## config.mk

```make
export PLATFORM = sky130hd
export DESIGN_NAME = i2c_register_byte_master
export DESIGN_NICKNAME = d
export VERILOG_FILES = /design/src/sv/i2cm_pkg.sv /design/src/sv/i2c_register_byte_master.sv /design/src/sv/i2cm_seq.sv /design/src/sv/i2cm_out_stage.sv
export SDC_FILE = /design/constraint.sdc
export NUM_CORES = 1
export LEC_CHECK = 0
export ABC_AREA = 1
export BUFFER_PORTS_ARGS = -buffer_cell sky130_fd_sc_hd__buf_2
export CAP_MARGIN = 15
export CORE_UTILIZATION = 61
export CTS_CLUSTER_SIZE = 16
export DETAILED_ROUTE_END_ITERATION = 8
export PLACE_DENSITY = 0.83
export SETUP_SLACK_MARGIN = 0.1
export SKIP_LAST_GASP = 1
export SYNTH_ARGS = -nofsm -noshare
export SYNTH_HDL_FRONTEND = slang
export SYNTH_SLANG_ARGS = --single-unit
```

## constraint.sdc

```tcl
create_clock -name clk -period 4.9 [get_ports clk]
set_input_delay 1.47 -clock clk [delete_from_list [all_inputs] [get_ports clk]]
set_output_delay 1.47 -clock clk [all_outputs]
set_load 0.02 [all_outputs]
```

## src/sv/i2cm_pkg.sv

```systemverilog
// Shared types, codes and constants for the I2C register byte master.
package i2cm_pkg;

    localparam int IN_TDATA_W  = 32;
    localparam int OUT_TDATA_W = 16;
    localparam int CFG_DATA_W  = 16;

    localparam logic [15:0] DELAY_TICKS_RESET    = 16'd150;
    localparam logic [7:0]  ACK_POLL_LIMIT_RESET = 8'd250;

    // Configuration register indexes.
    localparam logic CFG_DELAY_TICKS    = 1'b0;
    localparam logic CFG_ACK_POLL_LIMIT = 1'b1;

    // Command codes.
    localparam logic [1:0] CMD_TICK  = 2'd0;
    localparam logic [1:0] CMD_WRITE = 2'd1;
    localparam logic [1:0] CMD_READ  = 2'd2;

    // Transfer stages within one transaction.
    localparam logic [1:0] STAGE_DEVICE   = 2'd0;
    localparam logic [1:0] STAGE_REGISTER = 2'd1;
    localparam logic [1:0] STAGE_THIRD    = 2'd2;
    localparam logic [1:0] STAGE_RECEIVE  = 2'd3;

    // Status codes.
    localparam logic [1:0] STATUS_OK          = 2'd0;
    localparam logic [1:0] STATUS_DEVICE_NACK = 2'd1;
    localparam logic [1:0] STATUS_REG_NACK    = 2'd2;
    localparam logic [1:0] STATUS_RADDR_NACK  = 2'd3;

    typedef enum logic [4:0] {
        PH_IDLE = 5'd0,
        PH_ST1  = 5'd1,
        PH_ST2  = 5'd2,
        PH_ST3  = 5'd3,
        PH_ST4  = 5'd4,
        PH_TX1  = 5'd5,
        PH_TX2  = 5'd6,
        PH_TX3  = 5'd7,
        PH_AK1  = 5'd8,
        PH_AK2  = 5'd9,
        PH_AK3  = 5'd10,
        PH_AK4  = 5'd11,
        PH_SP1  = 5'd12,
        PH_SP2  = 5'd13,
        PH_SP3  = 5'd14,
        PH_RX1  = 5'd15,
        PH_RX2  = 5'd16,
        PH_RX3  = 5'd17,
        PH_NA1  = 5'd18,
        PH_NA2  = 5'd19,
        PH_NA3  = 5'd20
    } phase_t;

    typedef struct packed {
        logic       scl_level;
        logic       sda_pull_low;
        logic       busy_res;
        logic       done_res;
        logic [1:0] status;
        logic [7:0] read_byte;
    } result_t;

endpackage

```

## src/sv/i2c_register_byte_master.sv

```systemverilog
// Top level of the single-byte I2C register write/read master.
//
//  channel  | direction | contents
//  ---------+-----------+------------------------------------------------------
//  s_*      | in        | one bus tick with an optional command
//  m_*      | out       | line drive levels and transaction status for that tick
//  cfg_*    | in        | writes to delay_ticks (index 0) and ack_poll_limit (1)
//
// Each input word is handled combinationally; its registered result word follows
// in the next cycle, and a new word is taken every cycle while output is drained.
// The sequencer state register is the only loop, so the rate is one word a cycle.
// A stalled output holds its word and lowers s_tready until it is taken.
// After reset SCL and SDA are released, the block is idle and no result is held.
module i2c_register_byte_master
    import i2cm_pkg::*;
(
    input  logic                   clk,
    input  logic                   rst_n,
    input  logic                   s_tvalid,
    output logic                   s_tready,
    // [7:0] device_address, [15:8] register_address, [23:16] write_data,
    // [24] sda_in, [31:25] zero
    input  logic [IN_TDATA_W-1:0]  s_tdata,
    // [1:0] command
    input  logic [1:0]             s_tuser,
    output logic                   m_tvalid,
    input  logic                   m_tready,
    // [0] scl_level, [1] sda_pull_low, [2] busy_res, [3] done_res,
    // [5:4] status, [13:6] read_byte, [15:14] zero
    output logic [OUT_TDATA_W-1:0] m_tdata,
    input  logic                   cfg_we,
    input  logic                   cfg_addr,
    input  logic [CFG_DATA_W-1:0]  cfg_wdata
);

    result_t res;
    logic    load;

    i2cm_seq u_seq (
        .clk              (clk),
        .rst_n            (rst_n),
        .cfg_we           (cfg_we),
        .cfg_addr         (cfg_addr),
        .cfg_wdata        (cfg_wdata),
        .step             (load),
        .command          (s_tuser),
        .device_address   (s_tdata[7:0]),
        .register_address (s_tdata[15:8]),
        .write_data       (s_tdata[23:16]),
        .sda_in           (s_tdata[24]),
        .res              (res)
    );

    i2cm_out_stage u_out (
        .clk      (clk),
        .rst_n    (rst_n),
        .in_valid (s_tvalid),
        .res      (res),
        .m_tready (m_tready),
        .in_ready (s_tready),
        .load     (load),
        .m_tvalid (m_tvalid),
        .m_tdata  (m_tdata)
    );

`ifndef SYNTHESIS
    // When no transaction is in progress both lines must be released.
    assert property (@(posedge clk) disable iff (!rst_n)
        m_tvalid && !m_tdata[2] |-> m_tdata[0] && !m_tdata[1])
        else $error("idle result does not release SCL and SDA");

    // An accepted tick always produces a result word in the next cycle.
    assert property (@(posedge clk) disable iff (!rst_n)
        s_tvalid && s_tready |=> m_tvalid)
        else $error("accepted word produced no result");

    // A done pulse lasts a single tick: the tick after it is idle or newly busy.
    assert property (@(posedge clk) disable iff (!rst_n)
        load && res.done_res |=> !res.done_res)
        else $error("done pulse longer than one tick");
`endif

endmodule

```

## src/sv/i2cm_seq.sv

```systemverilog
// Bus sequencer: configuration registers, transaction state and per-tick result.
module i2cm_seq
    import i2cm_pkg::*;
(
    input  logic                  clk,
    input  logic                  rst_n,
    input  logic                  cfg_we,
    input  logic                  cfg_addr,
    input  logic [CFG_DATA_W-1:0] cfg_wdata,
    input  logic                  step,
    input  logic [1:0]            command,
    input  logic [7:0]            device_address,
    input  logic [7:0]            register_address,
    input  logic [7:0]            write_data,
    input  logic                  sda_in,
    output result_t               res
);

    logic [15:0] delay_ticks_reg;
    logic [7:0]  ack_poll_limit_reg;

    phase_t      phase_reg, phase_c, phase_next;
    logic [3:0]  bit_count_reg, bit_count_c, bit_count_next;
    logic [7:0]  shift_reg_reg, shift_reg_c, shift_reg_next;
    logic [15:0] delay_count_reg, delay_count_c, delay_count_next;
    logic [7:0]  ack_count_reg, ack_count_next;
    logic [7:0]  saved_device_reg, saved_device_c;
    logic [7:0]  saved_register_reg, saved_register_c;
    logic [7:0]  saved_data_reg, saved_data_c;
    logic        is_read_reg, is_read_c;
    logic [7:0]  received_reg, received_next;
    logic [1:0]  last_status_reg, last_status_next;
    logic [1:0]  stage_reg, stage_c, stage_next;
    logic [1:0]  units_left_reg, units_left_c, units_left_next;
    logic        ack_failed_reg, ack_failed_next;
    logic        done_pending_reg, done_pending_next;
    logic        scl_out_reg, scl_out_next;
    logic        sda_low_reg, sda_low_c, sda_low_next;

    logic        start;
    logic [15:0] unit_ticks;
    logic [16:0] delay_inc;
    logic [7:0]  ack_inc;
    logic [1:0]  units_dec;
    logic [3:0]  bit_inc;

    always_ff @(posedge clk or negedge rst_n)
    begin
        if (!rst_n)
        begin
            delay_ticks_reg    <= DELAY_TICKS_RESET;
            ack_poll_limit_reg <= ACK_POLL_LIMIT_RESET;
        end
        else if (cfg_we)
        begin
            unique case (cfg_addr)
                CFG_DELAY_TICKS:    delay_ticks_reg    <= cfg_wdata;
                CFG_ACK_POLL_LIMIT: ack_poll_limit_reg <= cfg_wdata[7:0];
                default:            delay_ticks_reg    <= delay_ticks_reg;
            endcase
        end
    end

    // A command is taken only from idle; busy ticks ignore it.
    always_comb
    begin
        start            = (phase_reg == PH_IDLE) &&
                           ((command == CMD_WRITE) || (command == CMD_READ));
        phase_c          = phase_reg;
        stage_c          = stage_reg;
        bit_count_c      = bit_count_reg;
        shift_reg_c      = shift_reg_reg;
        units_left_c     = units_left_reg;
        delay_count_c    = delay_count_reg;
        sda_low_c        = sda_low_reg;
        saved_device_c   = saved_device_reg;
        saved_register_c = saved_register_reg;
        saved_data_c     = saved_data_reg;
        is_read_c        = is_read_reg;
        if (start)
        begin
            saved_device_c   = device_address;
            saved_register_c = register_address;
            saved_data_c     = write_data;
            is_read_c        = (command == CMD_READ);
            stage_c          = STAGE_DEVICE;
            bit_count_c      = 4'd0;
            shift_reg_c      = device_address;
            phase_c          = PH_ST1;
            units_left_c     = 2'd1;
            delay_count_c    = 16'd0;
            sda_low_c        = 1'b0;
        end
    end

    // Result shows the line levels during this tick.
    always_comb
    begin
        res.scl_level    = scl_out_reg;
        res.sda_pull_low = sda_low_c;
        res.busy_res     = (phase_c != PH_IDLE);
        res.done_res     = done_pending_reg;
        res.status       = last_status_reg;
        res.read_byte    = received_reg;
    end

    always_comb
    begin
        unit_ticks        = (delay_ticks_reg == 16'd0) ? 16'd1 : delay_ticks_reg;
        delay_inc         = {1'b0, delay_count_c} + 17'd1;
        ack_inc           = ack_count_reg + 8'd1;
        units_dec         = (units_left_c != 2'd0) ? units_left_c - 2'd1 : 2'd0;
        bit_inc           = bit_count_c + 4'd1;

        phase_next        = phase_c;
        stage_next        = stage_c;
        bit_count_next    = bit_count_c;
        shift_reg_next    = shift_reg_c;
        units_left_next   = units_left_c;
        delay_count_next  = delay_count_c;
        ack_count_next    = ack_count_reg;
        received_next     = received_reg;
        last_status_next  = last_status_reg;
        ack_failed_next   = ack_failed_reg;
        done_pending_next = 1'b0;
        scl_out_next      = scl_out_reg;
        sda_low_next      = sda_low_c;

        if (phase_c == PH_AK3)
        begin
            if (!sda_in || (ack_inc >= ack_poll_limit_reg))
            begin
                ack_failed_next  = sda_in;
                phase_next       = PH_AK4;
                units_left_next  = 2'd1;
                delay_count_next = 16'd0;
                scl_out_next     = 1'b0;
            end
            if (sda_in)
            begin
                ack_count_next = ack_inc;
            end
        end
        else if (phase_c != PH_IDLE)
        begin
            delay_count_next = delay_inc[15:0];
            if (delay_inc >= {1'b0, unit_ticks})
            begin
                delay_count_next = 16'd0;
                units_left_next  = units_dec;
                if (units_dec == 2'd0)
                begin
                    // Every phase change restarts the tick count.
                    units_left_next = 2'd1;
                    unique case (phase_c)
                        PH_ST1:
                        begin
                            phase_next      = PH_ST2;
                            units_left_next = 2'd2;
                            scl_out_next    = 1'b1;
                        end
                        PH_ST2:
                        begin
                            phase_next      = PH_ST3;
                            units_left_next = 2'd2;
                            sda_low_next    = 1'b1;
                        end
                        PH_ST3:
                        begin
                            phase_next   = PH_ST4;
                            scl_out_next = 1'b0;
                        end
                        PH_ST4:
                        begin
                            bit_count_next = 4'd0;
                            phase_next     = PH_TX1;
                        end
                        PH_TX1:
                        begin
                            phase_next   = PH_TX2;
                            scl_out_next = 1'b0;
                            sda_low_next = ~shift_reg_c[7];
                        end
                        PH_TX2:
                        begin
                            phase_next      = PH_TX3;
                            units_left_next = 2'd2;
                            scl_out_next    = 1'b1;
                        end
                        PH_TX3:
                        begin
                            shift_reg_next = {shift_reg_c[6:0], 1'b0};
                            bit_count_next = bit_inc;
                            scl_out_next   = 1'b0;
                            if (bit_inc < 4'd8)
                            begin
                                phase_next = PH_TX1;
                            end
                            else
                            begin
                                phase_next   = PH_AK1;
                                sda_low_next = 1'b0;
                            end
                        end
                        PH_AK1:
                        begin
                            ack_count_next = 8'd0;
                            phase_next     = PH_AK2;
                            scl_out_next   = 1'b1;
                        end
                        PH_AK2:
                        begin
                            phase_next      = PH_AK3;
                            units_left_next = 2'd0;
                            scl_out_next    = 1'b1;
                        end
                        PH_AK4:
                        begin
                            // A failed ack on the data byte of a write is ignored.
                            if (ack_failed_reg &&
                                !((stage_c == STAGE_THIRD) && !is_read_c))
                            begin
                                if (stage_c == STAGE_DEVICE)
                                    last_status_next = STATUS_DEVICE_NACK;
                                else if (stage_c == STAGE_REGISTER)
                                    last_status_next = STATUS_REG_NACK;
                                else
                                    last_status_next = STATUS_RADDR_NACK;
                                phase_next   = PH_SP1;
                                scl_out_next = 1'b0;
                                sda_low_next = 1'b1;
                            end
                            else if (stage_c == STAGE_DEVICE)
                            begin
                                stage_next     = STAGE_REGISTER;
                                shift_reg_next = saved_register_c;
                                bit_count_next = 4'd0;
                                phase_next     = PH_TX1;
                            end
                            else if (stage_c == STAGE_REGISTER)
                            begin
                                stage_next     = STAGE_THIRD;
                                bit_count_next = 4'd0;
                                if (is_read_c)
                                begin
                                    shift_reg_next = saved_device_c + 8'd1;
                                    phase_next     = PH_ST1;
                                    sda_low_next   = 1'b0;
                                end
                                else
                                begin
                                    shift_reg_next = saved_data_c;
                                    phase_next     = PH_TX1;
                                end
                            end
                            else if (is_read_c)
                            begin
                                stage_next     = STAGE_RECEIVE;
                                bit_count_next = 4'd0;
                                shift_reg_next = 8'd0;
                                phase_next     = PH_RX1;
                                scl_out_next   = 1'b0;
                                sda_low_next   = 1'b0;
                            end
                            else
                            begin
                                last_status_next = STATUS_OK;
                                phase_next       = PH_SP1;
                                scl_out_next     = 1'b0;
                                sda_low_next     = 1'b1;
                            end
                        end
                        PH_SP1:
                        begin
                            phase_next   = PH_SP2;
                            scl_out_next = 1'b1;
                        end
                        PH_SP2:
                        begin
                            phase_next   = PH_SP3;
                            sda_low_next = 1'b0;
                        end
                        PH_SP3:
                        begin
                            phase_next        = PH_IDLE;
                            units_left_next   = 2'd0;
                            scl_out_next      = 1'b1;
                            sda_low_next      = 1'b0;
                            done_pending_next = 1'b1;
                        end
                        PH_RX1:
                        begin
                            phase_next   = PH_RX2;
                            scl_out_next = 1'b1;
                        end
                        PH_RX2:
                        begin
                            shift_reg_next = {shift_reg_c[6:0], sda_in};
                            phase_next     = PH_RX3;
                            scl_out_next   = 1'b0;
                        end
                        PH_RX3:
                        begin
                            bit_count_next = bit_inc;
                            scl_out_next   = 1'b0;
                            sda_low_next   = 1'b0;
                            if (bit_inc < 4'd8)
                            begin
                                phase_next = PH_RX1;
                            end
                            else
                            begin
                                received_next    = shift_reg_c;
                                last_status_next = STATUS_OK;
                                phase_next       = PH_NA1;
                            end
                        end
                        PH_NA1:
                        begin
                            phase_next   = PH_NA2;
                            scl_out_next = 1'b1;
                        end
                        PH_NA2:
                        begin
                            phase_next   = PH_NA3;
                            scl_out_next = 1'b0;
                        end
                        PH_NA3:
                        begin
                            phase_next   = PH_SP1;
                            scl_out_next = 1'b0;
                            sda_low_next = 1'b1;
                        end
                        default:
                        begin
                            phase_next      = PH_IDLE;
                            units_left_next = 2'd0;
                            scl_out_next    = 1'b1;
                            sda_low_next    = 1'b0;
                        end
                    endcase
                end
            end
        end
    end

    always_ff @(posedge clk or negedge rst_n)
    begin
        if (!rst_n)
        begin
            phase_reg          <= PH_IDLE;
            stage_reg          <= STAGE_DEVICE;
            bit_count_reg      <= 4'd0;
            shift_reg_reg      <= 8'd0;
            units_left_reg     <= 2'd0;
            delay_count_reg    <= 16'd0;
            ack_count_reg      <= 8'd0;
            saved_device_reg   <= 8'd0;
            saved_register_reg <= 8'd0;
            saved_data_reg     <= 8'd0;
            is_read_reg        <= 1'b0;
            received_reg       <= 8'd0;
            last_status_reg    <= STATUS_OK;
            ack_failed_reg     <= 1'b0;
            done_pending_reg   <= 1'b0;
            scl_out_reg        <= 1'b1;
            sda_low_reg        <= 1'b0;
        end
        else if (step)
        begin
            phase_reg          <= phase_next;
            stage_reg          <= stage_next;
            bit_count_reg      <= bit_count_next;
            shift_reg_reg      <= shift_reg_next;
            units_left_reg     <= units_left_next;
            delay_count_reg    <= delay_count_next;
            ack_count_reg      <= ack_count_next;
            saved_device_reg   <= saved_device_c;
            saved_register_reg <= saved_register_c;
            saved_data_reg     <= saved_data_c;
            is_read_reg        <= is_read_c;
            received_reg       <= received_next;
            last_status_reg    <= last_status_next;
            ack_failed_reg     <= ack_failed_next;
            done_pending_reg   <= done_pending_next;
            scl_out_reg        <= scl_out_next;
            sda_low_reg        <= sda_low_next;
        end
    end

endmodule

```

## src/sv/i2cm_out_stage.sv

```systemverilog
// Result register that decouples the input side from a stalled output side.
module i2cm_out_stage
    import i2cm_pkg::*;
(
    input  logic                   clk,
    input  logic                   rst_n,
    input  logic                   in_valid,
    input  result_t                res,
    input  logic                   m_tready,
    output logic                   in_ready,
    output logic                   load,
    output logic                   m_tvalid,
    output logic [OUT_TDATA_W-1:0] m_tdata
);

    logic                   m_tvalid_reg;
    logic [OUT_TDATA_W-1:0] m_tdata_reg;

    // A new word can enter whenever the held one is empty or leaving.
    assign in_ready = !m_tvalid_reg || m_tready;
    assign load     = in_valid && in_ready;

    always_ff @(posedge clk or negedge rst_n)
    begin
        if (!rst_n)
        begin
            m_tvalid_reg <= 1'b0;
        end
        else if (in_ready)
        begin
            m_tvalid_reg <= in_valid;
        end
    end

    always_ff @(posedge clk)
    begin
        if (load)
        begin
            m_tdata_reg <= {2'b00, res.read_byte, res.status, res.done_res,
                            res.busy_res, res.sda_pull_low, res.scl_level};
        end
    end

    assign m_tvalid = m_tvalid_reg;
    assign m_tdata  = m_tdata_reg;

endmodule
```

Word level (Yosys, flattened, before mapping):

Cells that the tools add are included.

* add/sub/neg operators: 5
* order comparisons: 3
* equality and inequality tests: 33
* muxes and demuxes: 103
* bitwise gates (word level): 4
* reduce and logical (&&, ||, !) cells: 36

Operators by type and width (number)
* $mux 8: 19
* $mux 16: 6
* $pmux 5 s18: 1
* $mux 5: 10
* $mux 2: 24
* $eq 5x4->1 const B: 8
* $mux 4: 10
* $mux 1: 26
* $eq 5x5->1 const B: 5
* $pmux 8 s3: 1
* $eq 5x3->1 const B: 4
* $add 16x1->17 const B: 1
* $ge 17x16->1: 1
* $add 8x1->8 const B: 2
* $logic_not 16->1: 1
* $reduce_or 14->1: 1
* $pmux 4 s3: 1
* $reduce_bool 2->1: 6
* $reduce_or 11->1: 1
* $eq 5x2->1 const B: 2
* $reduce_and 10->1: 1
* $ge 8x8->1: 1
* $ne 4x2->1 const B: 2
* $pmux 2 s2: 2
* other kinds (28): 48

* bits in registers: 123
* input bits: 56
* output and inout bits: 18
* word-level logic and storage cells: 205

Logic depth before layout (Yosys ltp):

* depth after elaboration: 14
* gate-level depth with buffers: 33
* mapped depth without buffers: 29

Cells and area by module:

A second synthesis with hierarchy kept.

* cells, all modules: 1188
* area total of the unflattened synthesis: 8411.8 sq um

Modules (own cells, without submodules)
* i2cm_seq: instances 1, cells each 1165, area an instance 7927.6 sq um, sequential area each 2716.4 sq um
* i2cm_out_stage: instances 1, cells each 23, area an instance 484.2 sq um, sequential area each 445.4 sq um

Worst setup path before layout:

Ideal clock, no wire load.

* path type: input -> register
* from: input s_tuser[0]
* to: register u_seq.received_reg[6]
* setup time: 117 ps
* data arrival time: 4981 ps
* required time: 4783 ps
* slack: -198 ps
* stages on the path: 31
* buffers on the path: 4
* cells stage by stage: inv_1 > ha_1 > nor2_2 > nand3_4 > buf_6 > buf_2 > buf_2 > nand2_1 > inv_1 > ha_1 > inv_1 > nor3_4 > nand3_2 > nor2_4 > xor2_1 > ha_1 > nand2_1 > nor2_1 > a211oi_1 > nand2_1 > nand2_1 > nand2_1 > nand2_1 > nand3_4 > nand2_4 > inv_2 > nand2_2 > buf_6 > nand2_1 > o21ai_1 > inv_1

* word-level cells in the longest chain between the ends: 8
* elaborated cells on any way between the ends: 23
* classes of those cells: 3 x add/sub; 2 x order compare; 4 x eq/ne; 6 x mux; 2 x bitwise; 6 x reduce/logical

RTL lines
* start: declaration: RTL line i2c_register_byte_master.sv:25 `input logic [1:0] s_tuser,`
* $eq 2x1->1 / $eq 2x2->1 (equally long branches): RTL line i2cm_seq.sv:68 `((command == CMD_WRITE) || (command == CMD_READ));`
* $logic_or 1x1->1 *: RTL line i2cm_seq.sv:68
* $logic_and 1x1->1 *: RTL line i2cm_seq.sv:67 `start = (phase_reg == PH_IDLE) &&`
* branches (longest 5 deep; another with $add 16x1->17)
* end signal: assignment: RTL line i2cm_seq.sv:382 `received_reg <= received_next;`
* end: declaration: RTL line i2cm_seq.sv:31 `logic [7:0] received_reg, received_next;`

Every way passes the cells marked *.
A chain may end at the register's enable or synchronous reset.

Worst setup path after layout:

* from: input s_tuser[0]
* to: register u_seq.received_reg[2]

The elaborated chain is that of the path after synthesis.

==> results.py <==
metrics = {
    "sta": {
        "final.setup_skew_ns": 0.00835,
        "finalSetupViolCount": 0,
        "slew_headroom_pct": 30.9,
        "tightest_slew_ns": 1.03,
        "hold_viol": 0,
        "min_period_over_period_pct": 93.8,
        "fmax_mhz": 218,
        "maxSlewViolCount": 0,
        "rsz0062_at_grt": "true",
        "fin_crit_ns": 4.60,
    },
    "placement": {
        "place.gp.congestion": 0.938,
        "placed_cells": 1363,
        "hpwl_um": 15100,
        "portBuffers": 64,
    },
    "synth": {
        "ys_top_cells_by_area": "dfrtp_1 30%, nand2_1 14%, inv_1 7.4%",
        "synth_edf_count": 14,
        "synth_seq_area_share_pct": 38.7,
        "yosys.area.top_type": "dfrtp_1",
        "synth_top_cell_area_share_pct": 30.0,
        "netlist_instances": 1136,
        "synth.ff_latch_count": 123,
        "yosysWarnings": 0,
        "ys.flop_type": "dfrtp_1",
        "synthesis.area_um2": 8170,
        "async_flop_share_pct": 88.6,
        "synth.top_cells.by_count": "308 x nand2_1, 162 x inv_1, 98 x dfrtp_1",
        "yosys.cell_types.count": 49,
        "yosysMostFrequentCell": "nand2_1",
        "avgSynthCellArea_um2": 7.19,
    },
    "finish": {
        "nNetsFinal": 1297,
        "drive_above_1_share_pct": 17.0,
        "fillCellCount": 1008,
        "antennaDiodeCount": 0,
        "area_growth_pct": 15.4,
        "fin_cells": 1397,
        "utilization_pct": 73.5,
    },
    "power_and_ir_drop": {
        "peakVddDrop_v": 0.000362,
        "leakagePower_nw": 4.70,
        "power_density_nw_per_um2": 619,
    },
    "routing": {
        "drt_wl_total_um": 21600,
        "vias": 7980,
        "ant_nets": 0,
        "viasPerCell": 5.71,
        "dr.pass1.iters": 5,
        "avgRoutedWirePerCell_um": 15.5,
        "drt_iter0_drc": 764,
        "drc": 0,
    },
    "cts": {
        "cts_tree": "built",
        "clock_path_buffers": 2,
        "cts_buffers": 17,
        "ctsRootBufferMaster": "clkbuf_16",
        "clk_latency_ns": 0.43,
        "htreeDepth": 4,
        "holdBufCountCts": 0,
        "clk_pin_slew_ns": 0.05,
        "cts_sinks": 123,
    },
    "critical_path": {
        "timing_worst_setup_path_type": "in2reg",
        "startpoint_type": "primary input",
        "r2r_cells": 26,
        "cp_data_required_time_ns": 5.21,
        "worstPathArrival_ns": 4.91,
        "critical_path.max_fanout": 16,
        "cp-end-kind": "flop",
    },
    "global_route": {
        "grt_max_degree": 53,
        "grt_antenna_before_repair": 0,
        "grt_pass1_vias": 7400,
        "grt_pass1_wl_um": 34900,
        "grt_usage_pct": 31.8,
        "overflow": 0,
    },
    "flow_run": {
        "cap_viol_max_count": 0,
    },
    "die": {
        "core_um2": 12800,
        "num_io_pins": 74,
        "initial_utilization_pct": 63.7,
        "fp.dieH_um": 118,
        "dieArea_um2": 13900,
        "fp-row-count": 41,
        "die_x_um": 118,
    },
    "worst_hold_path": {
        "hold_class": "reg2reg",
        "min_path_cells": 0,
    },
    "run_status": {
        "status": "complete, no violations",
    },
}
==> final cells by class <==
cell class / instances / area, um^2 / share of cell area (%)
clock inverter: 10 / 92.6 / 0.982
multi-input combinational: 799 / 4260 / 45.2
timing repair buffer: 99 / 586 / 6.21
sequential: 123 / 3160 / 33.6
inverter: 172 / 648 / 6.88
clock buffer: 22 / 464 / 4.93
tap: 172 / 215 / 2.28
==> final timing paths <==
| check | startpoint | end | slack [ns] |
|---|---|---|---|
| hold reg to reg | u_seq.received_reg[2] | u_out.m_tdata[8] | 0.44 |
| setup / recovery | s_tuser[0] | u_seq.received_reg[2] | 0.30 |
| hold / removal | u_seq.received_reg[2] | u_out.m_tdata[8] | 0.44 |
| min in group asynchronous | rst_n | u_seq.received_reg[5] | 1.08 |
| max in group asynchronous | rst_n | u_seq.delay_ticks_reg[4] | 2.91 |
| setup reg to reg | u_seq.phase_reg[1] | u_seq.shift_reg_reg[0] | 1.04 |
==> through the flow <==
stage / hold slack, ns / setup TNS, ns / worst slack [ns] / instance area, um^2 / total power, mW
global route: 0.447 / 0 / 0.0773 / 9420 / 6.29
finish: 0.441 / 0 / 0.304 / 9420 / 5.83
CTS: 0.442 / 0 / 0.310 / 9330 / 5.69
detailed placement: 0.432 / -1.23 / -0.0894 / 8780 / 4.47
global placement: 0.429 / -0.265 / -0.0311 / 8780 / 4.38
floorplan: 0.425 / 0 / 0.105 / 8230 / 3.70
==> report_power, final <==
part | switching (mW) | internal (mW) | leakage (nW)
logic | 2.00 | 1.04 | 3.05
clock network | 0.470 | 0.723 | 0.263
registers | 0.242 | 1.36 | 1.39
==> cells by family after synthesis <==
kind of cell               count (synthesis)  synth area share [%]
buffers and inverters                    216                  10.8
adders and majority gates                 29                  4.44
DFF                                      123                  38.7
xor gates and xnor gates                  17                  1.91
AOI/OAI and AO/OA                        244                  16.7
other                                      1                0.0459
and+or+nand+nor                          502                  26.9
muxes                                      4                 0.505
==> routing by layer <==
| layer | part of all wire (%) | track usage (%) |
|---|---|---|
| met5 | 0 | 0 |
| met4 | 2.7 | 14.4 |
| met3 | 7.6 | 5.86 |
| met2 | 48 | 52.8 |
| met1 | 42 | 40.3 |
==> cells in the final DEF (no fill, tap or decap), types with 17 or more instances in the layout <==
cell	Yosys	routed
ha_1	29	27
nand2_1	308	303
inv_1	162	159
nand3_1	41	41
buf_4	5	36
o21ai_1	21	21
dfrtp_1	98	98
a21oi_1	84	84
buf_2	15	63
clkbuf_16	0	17
nor2_1	87	87
o21ai_0	79	79
==> worst max-delay path: stages <==
cell     delay [ns]
buf_2          0.08
inv_1          0.06
ha_4           0.29
nor2_4         0.04
nand3_4        0.12
buf_4          0.19
nand2_1        0.08
inv_2          0.06
nand2_1        0.09
nor3_4         0.18
nand3_2        0.16
nor2_4         0.18
buf_4          0.13
nand2_1        0.05
xor2_1         0.29
ha_1           0.31
nand2_1        0.07
inv_1          0.03
nand2_1        0.06
nand2_1        0.07
nand2_2        0.09
nand3_4        0.15
nand2_4        0.16
inv_2          0.09
nand2_8        0.12
nand2_1        0.07
o21ai_1        0.11
inv_1          0.06
==> what timing repair did <==
item | CTS | global route
gates resized for setup | 0 | 11
setup endpoints to repair | 0 | 55
buffers inserted | 0 | 1
No activity file was read; power rests on OpenSTA's default activity.
